--- src/rtl/core/ernn_pkg.sv ---
// shared constants, types and the tanh table of the elman cell
package ernn_pkg;

   localparam int FEATURES         = 5;
   localparam int HIDDEN_UNITS     = 4;
   localparam int TANH_TABLE_DEPTH = 256;

   localparam int FEATURE_W = 32;
   localparam int WEIGHT_W  = 16;
   localparam int HIDDEN_W  = 16;
   localparam int PROD_W    = FEATURE_W + WEIGHT_W;
   localparam int ACC_W     = 52;

   localparam int REC_W_BASE   = FEATURES * HIDDEN_UNITS;
   localparam int OUT_W_BASE   = REC_W_BASE + HIDDEN_UNITS * HIDDEN_UNITS;
   localparam int HID_B_BASE   = OUT_W_BASE + HIDDEN_UNITS;
   localparam int OUT_B_INDEX  = HID_B_BASE + HIDDEN_UNITS;
   localparam int WEIGHT_WORDS = OUT_B_INDEX + 1;

   localparam int WADDR_W    = $clog2(WEIGHT_WORDS);
   localparam int HID_IDX_W  = (HIDDEN_UNITS > 1) ? $clog2(HIDDEN_UNITS) : 1;
   localparam int HID_ADDR_W = $clog2(2 * HIDDEN_UNITS);
   localparam int FEAT_IDX_W = (FEATURES > 1) ? $clog2(FEATURES) : 1;
   localparam int TERMS_HID  = 1 + FEATURES + HIDDEN_UNITS;
   localparam int TERMS_OUT  = 1 + HIDDEN_UNITS;
   localparam int TERM_W     = $clog2(TERMS_HID);
   localparam int TIDX_W     = $clog2(TANH_TABLE_DEPTH);

   localparam logic [1:0] CMD_WRITE = 2'd0;
   localparam logic [1:0] CMD_RUN   = 2'd1;
   localparam logic [1:0] CMD_CLEAR = 2'd2;

   localparam logic [2:0] TERM_BIAS_H = 3'd0;
   localparam logic [2:0] TERM_X      = 3'd1;
   localparam logic [2:0] TERM_REC    = 3'd2;
   localparam logic [2:0] TERM_BIAS_O = 3'd3;
   localparam logic [2:0] TERM_OUT    = 3'd4;

   localparam logic signed [FEATURE_W-1:0] BIAS_H_SCALE = 32'sd65536;
   localparam logic signed [FEATURE_W-1:0] BIAS_O_SCALE = 32'sd32768;
   localparam logic signed [ACC_W-1:0]     TANH_LIM     = ACC_W'(64'd1 << 32);
   localparam logic signed [ACC_W-1:0]     ROUND_BIAS   = ACC_W'(4096);
   localparam int                          ROUND_SHIFT  = 13;
   localparam logic signed [31:0]          PRED_MAX     = 32'sh7fffffff;
   localparam logic signed [31:0]          PRED_MIN     = 32'sh80000000;

   typedef logic signed [FEATURE_W-1:0] feature_type;
   typedef feature_type                 feature_array_type [FEATURES];
   typedef logic signed [WEIGHT_W-1:0]  weight_type;
   typedef logic signed [HIDDEN_W-1:0]  hidden_type;
   typedef logic [TANH_TABLE_DEPTH-1:0][HIDDEN_W-1:0] tanh_table_type;

   typedef struct packed {
      logic                  valid;
      logic [2:0]            kind;
      logic                  first;
      logic                  last_hid;
      logic                  last_out;
      logic [FEAT_IDX_W-1:0] feat;
      logic [HID_ADDR_W-1:0] hw_addr;
   } term_tag_type;

   typedef struct packed {
      logic [WADDR_W-1:0]    w_addr;
      logic [HID_ADDR_W-1:0] h_addr;
   } rd_req_type;

   typedef struct packed {
      logic               en;
      logic [WADDR_W-1:0] addr;
      weight_type         data;
   } wgt_wr_type;

   typedef struct packed {
      logic                  en;
      logic [HID_ADDR_W-1:0] addr;
      hidden_type            data;
   } hid_wr_type;

   typedef struct packed {
      logic               valid;
      logic signed [31:0] prediction;
      logic               clipped;
   } result_type;

   function automatic logic [HID_ADDR_W-1:0] hid_addr_f(input logic bank,
                                                        input logic [HID_IDX_W-1:0] j);
      if (bank)
         return HID_ADDR_W'(HIDDEN_UNITS) + HID_ADDR_W'(j);
      return HID_ADDR_W'(j);
   endfunction

   // tanh at the midpoint of cell k, e^-a by series and eight squarings
   function automatic logic [HIDDEN_W-1:0] tanh_entry_f(input int unsigned k);
      logic signed [63:0] num;
      logic               neg;
      logic [63:0]        mag;
      logic [63:0]        b;
      logic [63:0]        b2;
      logic [63:0]        b3;
      logic [63:0]        e;
      logic [63:0]        v;
      logic [63:0]        den;
      logic [63:0]        rem;
      logic [63:0]        q;
      int                 n;
      num = $signed(64'(8 * k + 4)) - $signed(64'(4 * TANH_TABLE_DEPTH));
      neg = num[63];
      mag = neg ? 64'(-num) : 64'(num);
      b   = (mag << 25) / TANH_TABLE_DEPTH;
      b2  = (b * b) >> 32;
      b3  = (b2 * b) >> 32;
      e   = (64'd1 << 32) - b + (b2 >> 1) - b3 / 64'd6;
      v   = (e + 64'd1) >> 1;
      for (n = 0; n < 8; n++)
         v = (v * v + (64'd1 << 30)) >> 31;
      den = (64'd1 << 31) + v;
      rem = ((64'd1 << 31) - v) * 64'd32768 + (den >> 1);
      q   = '0;
      // restoring long division
      for (n = 16; n >= 0; n--) begin
         if (rem >= (den << n)) begin
            rem  = rem - (den << n);
            q[n] = 1'b1;
         end
      end
      if (q > 64'd32767)
         q = 64'd32767;
      return neg ? HIDDEN_W'(-q) : HIDDEN_W'(q);
   endfunction

   function automatic tanh_table_type tanh_table_f();
      tanh_table_type t;
      int unsigned    k;
      for (k = 0; k < TANH_TABLE_DEPTH; k++)
         t[k] = tanh_entry_f(k);
      return t;
   endfunction

   localparam tanh_table_type TANH_TABLE = tanh_table_f();

endpackage

--- src/rtl/core/elman_rnn_cell_inference.sv ---
// elman rnn cell with tanh hidden layer, inference top level
//
//   channel  direction  handshake              payload
//   req      in         req_valid / req_stall  cmd, weight_index, weight_value, feature_a..e
//   rsp      out        rsp_valid / rsp_stall  prediction, clipped
//
// a weight write or a hidden clear gives no result
// a run is paced by one multiply-accumulate term issued per cycle from the weight memory port
// the next item is taken once the result has moved to the output register
// reset clears the hidden vector valid bits at once; the weight memory is not cleared
// rsp_stall holds the output register; a new run result waits behind it
module elman_rnn_cell_inference import ernn_pkg::*; (
   input  logic               clock,
   input  logic               reset,
   input  logic               req_valid,
   output logic               req_stall,
   input  logic [1:0]         req_cmd,
   input  logic [5:0]         req_weight_index,
   input  logic signed [15:0] req_weight_value,
   input  logic signed [31:0] req_feature_a,
   input  logic signed [31:0] req_feature_b,
   input  logic signed [31:0] req_feature_c,
   input  logic signed [31:0] req_feature_d,
   input  logic signed [31:0] req_feature_e,
   output logic               rsp_valid,
   input  logic               rsp_stall,
   output logic signed [31:0] rsp_prediction,
   output logic               rsp_clipped
);

   localparam int FEAT_VEC_W = FEATURES * FEATURE_W;

   logic                  busy;
   logic                  req_xfer;
   logic                  start;
   logic                  hid_clear;
   logic                  out_take;
   wgt_wr_type            wgt_wr;
   hid_wr_type            hid_wr;
   rd_req_type            rd_req;
   term_tag_type          tag;
   weight_type            w_data;
   hidden_type            h_data;
   result_type            result;
   logic [FEAT_VEC_W-1:0] feat_vec;
   feature_array_type     features;

   logic                  rsp_valid_ff;
   logic signed [31:0]    rsp_prediction_ff;
   logic                  rsp_clipped_ff;

   assign req_stall = busy;
   assign req_xfer  = req_valid && !req_stall;
   assign start     = req_xfer && (req_cmd == CMD_RUN);
   assign hid_clear = req_xfer && (req_cmd == CMD_CLEAR);

   assign wgt_wr.en   = req_xfer && (req_cmd == CMD_WRITE)
                      && (32'(req_weight_index) < WEIGHT_WORDS);
   assign wgt_wr.addr = WADDR_W'(req_weight_index);
   assign wgt_wr.data = req_weight_value;

   assign feat_vec = FEAT_VEC_W'({req_feature_e, req_feature_d, req_feature_c,
                                  req_feature_b, req_feature_a});

   always_comb begin
      for (int j = 0; j < FEATURES; j++)
         features[j] = feat_vec[j*FEATURE_W +: FEATURE_W];
   end

   ernn_store u_store (
      .clock     (clock),
      .reset     (reset),
      .wgt_wr    (wgt_wr),
      .hid_wr    (hid_wr),
      .hid_clear (hid_clear),
      .rd_req    (rd_req),
      .w_data    (w_data),
      .h_data    (h_data)
   );

   ernn_seq u_seq (
      .clock    (clock),
      .reset    (reset),
      .start    (start),
      .out_take (out_take),
      .busy     (busy),
      .rd_req   (rd_req),
      .tag      (tag)
   );

   ernn_mac u_mac (
      .clock     (clock),
      .reset     (reset),
      .feat_load (start),
      .features  (features),
      .tag       (tag),
      .w_data    (w_data),
      .h_data    (h_data),
      .out_take  (out_take),
      .hid_wr    (hid_wr),
      .result    (result)
   );

   assign out_take = result.valid && (!rsp_valid_ff || !rsp_stall);

   always_ff @(posedge clock) begin
      if (reset)
         rsp_valid_ff <= 1'b0;
      else if (out_take)
         rsp_valid_ff <= 1'b1;
      else if (!rsp_stall)
         rsp_valid_ff <= 1'b0;
   end

   always_ff @(posedge clock) begin
      if (out_take) begin
         rsp_prediction_ff <= result.prediction;
         rsp_clipped_ff    <= result.clipped;
      end
   end

   assign rsp_valid      = rsp_valid_ff;
   assign rsp_prediction = rsp_prediction_ff;
   assign rsp_clipped    = rsp_clipped_ff;

endmodule

--- src/rtl/core/ernn_store.sv ---
// weight memory and double-banked hidden vector memory
module ernn_store import ernn_pkg::*; (
   input  logic       clock,
   input  logic       reset,
   input  wgt_wr_type wgt_wr,
   input  hid_wr_type hid_wr,
   input  logic       hid_clear,
   input  rd_req_type rd_req,
   output weight_type w_data,
   output hidden_type h_data
);

   weight_type wgt_mem [WEIGHT_WORDS];
   hidden_type hid_mem [2 * HIDDEN_UNITS];

   logic [2*HIDDEN_UNITS-1:0] hid_valid_ff;
   logic [2*HIDDEN_UNITS-1:0] hid_valid_in;
   weight_type                w_q_ff;
   hidden_type                h_q_ff;
   logic                      h_ok_ff;

   always_ff @(posedge clock) begin
      if (wgt_wr.en)
         wgt_mem[wgt_wr.addr] <= wgt_wr.data;
      w_q_ff <= wgt_mem[rd_req.w_addr];
   end

   always_ff @(posedge clock) begin
      if (hid_wr.en)
         hid_mem[hid_wr.addr] <= hid_wr.data;
      h_q_ff  <= hid_mem[rd_req.h_addr];
      h_ok_ff <= hid_valid_ff[rd_req.h_addr];
   end

   // entries not written since reset or clear read as zero
   always_comb begin
      hid_valid_in = hid_valid_ff;
      if (hid_clear)
         hid_valid_in = '0;
      if (hid_wr.en)
         hid_valid_in[hid_wr.addr] = 1'b1;
   end

   always_ff @(posedge clock) begin
      if (reset)
         hid_valid_ff <= '0;
      else
         hid_valid_ff <= hid_valid_in;
   end

   assign w_data = w_q_ff;
   assign h_data = h_ok_ff ? h_q_ff : '0;

endmodule

--- src/rtl/core/ernn_seq.sv ---
// sequencer issuing one multiply-accumulate term per cycle in its hidden and output states
module ernn_seq import ernn_pkg::*; (
   input  logic         clock,
   input  logic         reset,
   input  logic         start,
   input  logic         out_take,
   output logic         busy,
   output rd_req_type   rd_req,
   output term_tag_type tag
);

   localparam logic [2:0] S_IDLE = 3'd0;
   localparam logic [2:0] S_HID  = 3'd1;
   localparam logic [2:0] S_GAP  = 3'd2;
   localparam logic [2:0] S_OUT  = 3'd3;
   localparam logic [2:0] S_FIN  = 3'd4;

   logic [2:0]           state_ff;
   logic [2:0]           state_in;
   logic [HID_IDX_W-1:0] unit_ff;
   logic [HID_IDX_W-1:0] unit_in;
   logic [TERM_W-1:0]    term_ff;
   logic [TERM_W-1:0]    term_in;
   logic                 bank_ff;
   logic                 bank_in;
   logic [TERM_W-1:0]    term_m1;
   logic [TERM_W-1:0]    rec_j;

   assign term_m1 = term_ff - TERM_W'(1);
   assign rec_j   = term_ff - TERM_W'(1 + FEATURES);

   always_comb begin
      state_in = state_ff;
      unit_in  = unit_ff;
      term_in  = term_ff;
      bank_in  = bank_ff;
      case (state_ff)
         S_IDLE: begin
            if (start) begin
               state_in = S_HID;
               unit_in  = '0;
               term_in  = '0;
            end
         end
         S_HID: begin
            if (term_ff == TERM_W'(TERMS_HID - 1)) begin
               term_in = '0;
               if (unit_ff == HID_IDX_W'(HIDDEN_UNITS - 1))
                  state_in = S_GAP;
               else
                  unit_in = unit_ff + HID_IDX_W'(1);
            end else begin
               term_in = term_ff + TERM_W'(1);
            end
         end
         S_GAP: begin
            state_in = S_OUT;
            term_in  = '0;
         end
         S_OUT: begin
            if (term_ff == TERM_W'(TERMS_OUT - 1))
               state_in = S_FIN;
            else
               term_in = term_ff + TERM_W'(1);
         end
         S_FIN: begin
            if (out_take) begin
               state_in = S_IDLE;
               bank_in  = !bank_ff;
            end
         end
         default: state_in = S_IDLE;
      endcase
   end

   always_comb begin
      rd_req = '0;
      tag    = '0;
      case (state_ff)
         S_HID: begin
            tag.valid    = 1'b1;
            tag.first    = (term_ff == '0);
            tag.last_hid = (term_ff == TERM_W'(TERMS_HID - 1));
            tag.hw_addr  = hid_addr_f(!bank_ff, unit_ff);
            if (term_ff == '0) begin
               tag.kind      = TERM_BIAS_H;
               rd_req.w_addr = WADDR_W'(HID_B_BASE) + WADDR_W'(unit_ff);
            end else if (term_ff <= TERM_W'(FEATURES)) begin
               tag.kind      = TERM_X;
               tag.feat      = FEAT_IDX_W'(term_m1);
               rd_req.w_addr = WADDR_W'(term_m1) * WADDR_W'(HIDDEN_UNITS)
                             + WADDR_W'(unit_ff);
            end else begin
               tag.kind      = TERM_REC;
               rd_req.w_addr = WADDR_W'(REC_W_BASE)
                             + WADDR_W'(rec_j) * WADDR_W'(HIDDEN_UNITS)
                             + WADDR_W'(unit_ff);
               rd_req.h_addr = hid_addr_f(bank_ff, HID_IDX_W'(rec_j));
            end
         end
         S_OUT: begin
            tag.valid    = 1'b1;
            tag.first    = (term_ff == '0);
            tag.last_out = (term_ff == TERM_W'(TERMS_OUT - 1));
            if (term_ff == '0) begin
               tag.kind      = TERM_BIAS_O;
               rd_req.w_addr = WADDR_W'(OUT_B_INDEX);
            end else begin
               tag.kind      = TERM_OUT;
               rd_req.w_addr = WADDR_W'(OUT_W_BASE) + WADDR_W'(term_m1);
               rd_req.h_addr = hid_addr_f(!bank_ff, HID_IDX_W'(term_m1));
            end
         end
         default: begin
            rd_req = '0;
            tag    = '0;
         end
      endcase
   end

   always_ff @(posedge clock) begin
      if (reset) begin
         state_ff <= S_IDLE;
         unit_ff  <= '0;
         term_ff  <= '0;
         bank_ff  <= 1'b0;
      end else begin
         state_ff <= state_in;
         unit_ff  <= unit_in;
         term_ff  <= term_in;
         bank_ff  <= bank_in;
      end
   end

   assign busy = (state_ff != S_IDLE);

endmodule

--- src/rtl/core/ernn_mac.sv ---
// shared multiply-accumulate pipeline with tanh lookup and output rounding
module ernn_mac import ernn_pkg::*; (
   input  logic              clock,
   input  logic              reset,
   input  logic              feat_load,
   input  feature_array_type features,
   input  term_tag_type      tag,
   input  weight_type        w_data,
   input  hidden_type        h_data,
   input  logic              out_take,
   output hid_wr_type        hid_wr,
   output result_type        result
);

   localparam int SCALED_W = 33 + TIDX_W;

   feature_array_type         x_ff;
   term_tag_type              tag1_ff;
   term_tag_type              tag2_ff;
   term_tag_type              tag3_ff;
   feature_type               op_a;
   logic signed [PROD_W-1:0]  prod;
   logic signed [PROD_W-1:0]  prod_ff;
   logic signed [ACC_W-1:0]   acc_ff;
   logic signed [ACC_W-1:0]   acc_in;

   logic                      below;
   logic                      above;
   logic [32:0]               offset;
   logic [SCALED_W-1:0]       scaled;
   logic [TIDX_W-1:0]         idx_in;
   logic [TIDX_W-1:0]         idx_ff;
   logic                      idx_v_ff;
   logic [HID_ADDR_W-1:0]     idx_addr_ff;
   hidden_type                th_ff;
   logic                      th_v_ff;
   logic [HID_ADDR_W-1:0]     th_addr_ff;

   logic signed [ACC_W-1:0]   rnd_sum;
   logic signed [ACC_W-1:0]   rnd;
   logic                      fits;
   logic signed [31:0]        pred_in;
   logic                      out_v_ff;
   logic signed [31:0]        pred_ff;
   logic                      clip_ff;

   always_ff @(posedge clock) begin
      if (feat_load)
         x_ff <= features;
   end

   always_ff @(posedge clock) begin
      if (reset) begin
         tag1_ff <= '0;
         tag2_ff <= '0;
         tag3_ff <= '0;
      end else begin
         tag1_ff <= tag;
         tag2_ff <= tag1_ff;
         tag3_ff <= tag2_ff;
      end
   end

   // operand select and product
   always_comb begin
      case (tag1_ff.kind)
         TERM_X:      op_a = x_ff[tag1_ff.feat];
         TERM_REC:    op_a = FEATURE_W'(h_data) <<< 1;
         TERM_OUT:    op_a = FEATURE_W'(h_data);
         TERM_BIAS_H: op_a = BIAS_H_SCALE;
         TERM_BIAS_O: op_a = BIAS_O_SCALE;
         default:     op_a = '0;
      endcase
   end

   assign prod = op_a * w_data;

   always_ff @(posedge clock) begin
      prod_ff <= prod;
   end

   assign acc_in = (tag2_ff.first ? '0 : acc_ff) + ACC_W'(prod_ff);

   always_ff @(posedge clock) begin
      if (tag2_ff.valid)
         acc_ff <= acc_in;
   end

   // tanh table index
   assign below  = (acc_ff < -TANH_LIM);
   assign above  = (acc_ff >= TANH_LIM);
   assign offset = 33'(acc_ff + TANH_LIM);
   assign scaled = SCALED_W'(offset) * SCALED_W'(TANH_TABLE_DEPTH);

   always_comb begin
      if (below)
         idx_in = '0;
      else if (above)
         idx_in = TIDX_W'(TANH_TABLE_DEPTH - 1);
      else
         idx_in = scaled[SCALED_W-1:33];
   end

   always_ff @(posedge clock) begin
      if (reset) begin
         idx_v_ff <= 1'b0;
         th_v_ff  <= 1'b0;
      end else begin
         idx_v_ff <= tag3_ff.valid && tag3_ff.last_hid;
         th_v_ff  <= idx_v_ff;
      end
   end

   always_ff @(posedge clock) begin
      idx_ff      <= idx_in;
      idx_addr_ff <= tag3_ff.hw_addr;
      th_ff       <= hidden_type'(TANH_TABLE[idx_ff]);
      th_addr_ff  <= idx_addr_ff;
   end

   assign hid_wr.en   = th_v_ff;
   assign hid_wr.addr = th_addr_ff;
   assign hid_wr.data = th_ff;

   // round half up to q16.16 and saturate
   assign rnd_sum = acc_ff + ROUND_BIAS;
   assign rnd     = rnd_sum >>> ROUND_SHIFT;
   assign fits    = (&rnd[ACC_W-1:31]) || !(|rnd[ACC_W-1:31]);

   always_comb begin
      if (fits)
         pred_in = rnd[31:0];
      else if (rnd[ACC_W-1])
         pred_in = PRED_MIN;
      else
         pred_in = PRED_MAX;
   end

   always_ff @(posedge clock) begin
      if (reset)
         out_v_ff <= 1'b0;
      else if (tag3_ff.valid && tag3_ff.last_out)
         out_v_ff <= 1'b1;
      else if (out_take)
         out_v_ff <= 1'b0;
   end

   always_ff @(posedge clock) begin
      if (tag3_ff.valid && tag3_ff.last_out) begin
         pred_ff <= pred_in;
         clip_ff <= !fits;
      end
   end

   assign result.valid      = out_v_ff;
   assign result.prediction = pred_ff;
   assign result.clipped    = clip_ff;

endmodule

--- config.mk ---
export PLATFORM = sky130hd
export DESIGN_NAME = elman_rnn_cell_inference
export DESIGN_NICKNAME = d
export VERILOG_FILES = /design/src/rtl/core/ernn_pkg.sv /design/src/rtl/core/elman_rnn_cell_inference.sv /design/src/rtl/core/ernn_store.sv /design/src/rtl/core/ernn_seq.sv /design/src/rtl/core/ernn_mac.sv
export SDC_FILE = /design/constraint.sdc
export NUM_CORES = 2
export LEC_CHECK = 0
export BUFFER_PORTS_ARGS = -buffer_cell sky130_fd_sc_hd__buf_2
export CAP_MARGIN = 20
export CORE_MARGIN = 2
export CORE_UTILIZATION = 25
export CTS_CLUSTER_SIZE = 25
export DETAILED_ROUTE_END_ITERATION = 10
export PLACE_DENSITY = 0.4
export SLEW_MARGIN = 10
export SYNTH_ARGS = -nofsm -noshare
export SYNTH_HDL_FRONTEND = slang
export SYNTH_SLANG_ARGS = --single-unit
--- constraint.sdc ---
create_clock -name clock -period 19.6 [get_ports clock]
set_input_delay 1.96 -clock clock [delete_from_list [all_inputs] [get_ports clock]]
set_output_delay 1.96 -clock clock [all_outputs]
set_load 0.01 [all_outputs]
==> reports/qor.yml <==
clk_latency_ns: 0.84
slowest_stage: "o2bb2ai_1"
dr.pass1.iters: 8
hold_violations: 0
cp_num_buf_inv: 6
worst_setup_path_end_kind: "register"
crit_family: "adder cells"
drt_first_iter_violations: 3848
maxSlewViolCount: 0
routed_wl_microns: 235400
synth_top_area_frac: 0.4574
synth_ff_type: "edfxtp_1"
dp_hpwl_microns: 154300
maxCapViolCount: 0
via_count: 50610
critical_path_cell_count: 27
synth_area_leaders: "edfxtp_1 (46%), fa_1 (13%), nand2_1 (4.6%)"
fp-row-count: 199
port_buffers: 222
clockBufferDepth: 4
reg2reg_to: "u_mac.prod_ff[46]"
rsz0062_at_grt: "false"
ant_nets: 0
reg2regPathDepth: 27
cts_resized: 0
grt_remaining_overflow: 0
yosysWarnings: 0
synth_top_cell_by_area: "edfxtp_1"
yosysMostFrequentCell: "edfxtp_1"
grt_usage: 0.1546
grt_max_degree: 147
fp.dieW_microns: 547.8
fill_cells: 30280
slowest_delay_ns: 0.65
critical_path_class: "reg -> reg"
rrSetupSlack_ns: 10.29
ys_seq_elements: 1285
irDropWorstVdd_uv: 67.44
cts-root-buf: "clkbuf_16"
netlist_area_sq_mm: 0.07392
crit_start: "u_mac.tag1_ff[3]"
min_from: "u_mac.idx_addr_ff[2]"
status: "completed"
syn_area_per_cell_sq_um: 11.26
multi_input_area_sq_mm: 0.03309
synth_seq_area_share: 0.5005
drc_errors: 0
finalSetupViolCount: 0
crit_fanout: 33
power.density_mw_per_mm2: 101.1
netlist_instances: 6565
critPathMostFrequentCell: "fa_1"
post_cts_buffers: 0
drive_gt1_frac: 0.1046
antenna_found_initial: 21
ys_top_cells_by_count: "edfxtp_1 (1126), nand2_1 (899), inv_1 (627), fa_1 (488), and2_1 (351)"
finalNonFillerCells: 10750
numCtsBuffers: 160
slew-limit-headroom: 0.2550
cts_hold_buf: 0
synth_edf_count: 1126
die_h_microns: 547.8
start_util: 0.2514
regArea_sq_mm: 0.03701
grt_pass1_wl_microns: 351700
clock_skew_ns: 0.06835
die_area_sq_mm: 0.3000
max_freq_ghz: 0.1074
via_per_inst: 4.708
nets: 7565
wl_per_cell_microns: 21.90
cellLeakagePower_nw: 31.55
core_area_sq_mm: 0.2941
tns_ns: 0
dp_cells: 10450
async_flop_share: 0
gp_congestion: 0.8548
synth_fp_nets: 7434
critPathLaunchType: "register"
reg2reg_from: "u_mac.tag1_ff[3]"
grt_pass1_vias: 51990
min_period_ns: 9.311
worstPathArrival_ns: 9.99
post-route-period-util: 0.4750
endpoint: "u_mac.prod_ff[46]"
cts_max_level: 4
cts.sinks: 1285
syn2layout_area_growth_pct: 14.73
hold_class: "reg -> reg"
tightest_slew_ns: 1.113
io_pins: 223
cts_tree: "done"
critPathRequiredTime_ns: 20.28
ys_types: 88
clk_pin_slew_ns: 0.06
## per-layer routing
metal  part of all wire  GRT usage  vias to the layer above
li1                   -          -                    23200
met1               0.45     0.2083                    25800
met2               0.48     0.2602                     1271
met3              0.047    0.01982                      325
met4              0.025    0.04111                       10
met5            0.00027          0                        -
## sequential cells by signal (all words and copies together), names as in the netlist, 16 cells and up
| signal | flops |
|---|---|
| rsp_prediction | 32 |
| u_store.w_data | 16 |
| u_store.h_q_ff | 16 |
| u_mac.pred_ff | 32 |
| u_mac.x_ff | 160 |
| u_mac.prod_ff | 48 |
| u_mac.acc_ff | 52 |
| u_store.hid_mem | 128 |
| u_mac.th_ff | 16 |
| u_store.wgt_mem | 720 |
## how the worst min path moves through the flow
stage	slack, ns	end	cells after the start
floorplan	0.31	u_mac.idx_addr_ff[0]	0
global placement	0.31	u_mac.idx_addr_ff[0]	0
detailed placement	0.31	u_mac.th_addr_ff[2]	0
CTS	0.32	u_mac.th_addr_ff[2]	0
global route	0.34	u_mac.th_addr_ff[2]	0
finish	0.32	u_mac.th_addr_ff[2]	0
## cell usage in the layout (no fill, tap or decap), types with 142 or more instances in the layout
master,n
and2_1,350
nand2_1,899
nor2_1,266
dfxtp_1,148
o21ai_0,174
a21oi_1,295
clkbuf_16,164
buf_2,222
edfxtp_1,1126
ha_1,193
inv_1,627
fa_1,488
nand3_1,142
a211oi_1,270
## where the power goes
group	leakage (nW)	switching [W]	total [W]	internal, W
Combinational	17.6	0.00154	0.00243	0.000892
Clock	2.50	0.00119	0.00291	0.00172
Sequential	11.5	0.000113	0.00324	0.00312
Total	31.6	0.00284	0.00857	0.00573
## cells by family (layout without fill, tap and decap cells)
kind of cell | after synthesis | after routing | share of synthesized area
compound gates | 1308 | 1308 | 0.1185
xor+xnor | 138 | 138 | 0.01635
fa+ha+maj | 681 | 681 | 0.1648
buf+inv | 1031 | 1285 | 0.05366
flops | 1285 | 1285 | 0.5005
mux | 42 | 42 | 0.01144
other cells | 0 | 11 | 0
simple gates | 2080 | 2080 | 0.1348
## metrics by stage
step	utilization	worst slack (ns)	area [sq um]	hold slack (ns)	total power (W)
after floorplan	-	4.350	73920	0.3096	0.004903
after global placement	0.2709	10.61	79670	0.3127	0.005756
after detailed placement	0.2709	10.43	79670	0.3121	0.005747
after CTS	0.2883	10.38	84780	0.3246	0.008707
after global routing	0.2883	9.792	84790	0.3351	0.009093
final	0.2884	10.29	84810	0.3236	0.008573
## worst register-to-register path, stage by stage (launching register included)
cell       delay [ns]
dfxtp_2          0.30
buf_4            0.31
nor3_2           0.54
buf_4            0.37
a22oi_1          0.18
o2bb2ai_1        0.65
and2_1           0.54
nand2_1          0.15
fa_1             0.55
inv_1            0.05
fa_1             0.48
fa_1             0.58
fa_1             0.45
fa_1             0.50
inv_1            0.05
fa_1             0.48
inv_1            0.05
ha_1             0.36
and3_1           0.22
and3_1           0.19
inv_1            0.05
a2111oi_0        0.64
nor2_1           0.22
o221ai_1         0.47
a21oi_1          0.20
a211o_1          0.34
mux2i_1          0.15
nand3_1          0.07
## area by class of cell
cell class / count / share of cell area
Multi-Input combinational cell: 4249 / 0.3902
Clock buffer: 217 / 0.05189
Inverter: 632 / 0.02797
Sequential cell: 1285 / 0.4364
Clock inverter: 68 / 0.008453
Antenna cell: 11 / 0.0003246
Tap cell: 3919 / 0.05782
Timing Repair Buffer: 368 / 0.02691
No activity file was read; power rests on OpenSTA's default activity.
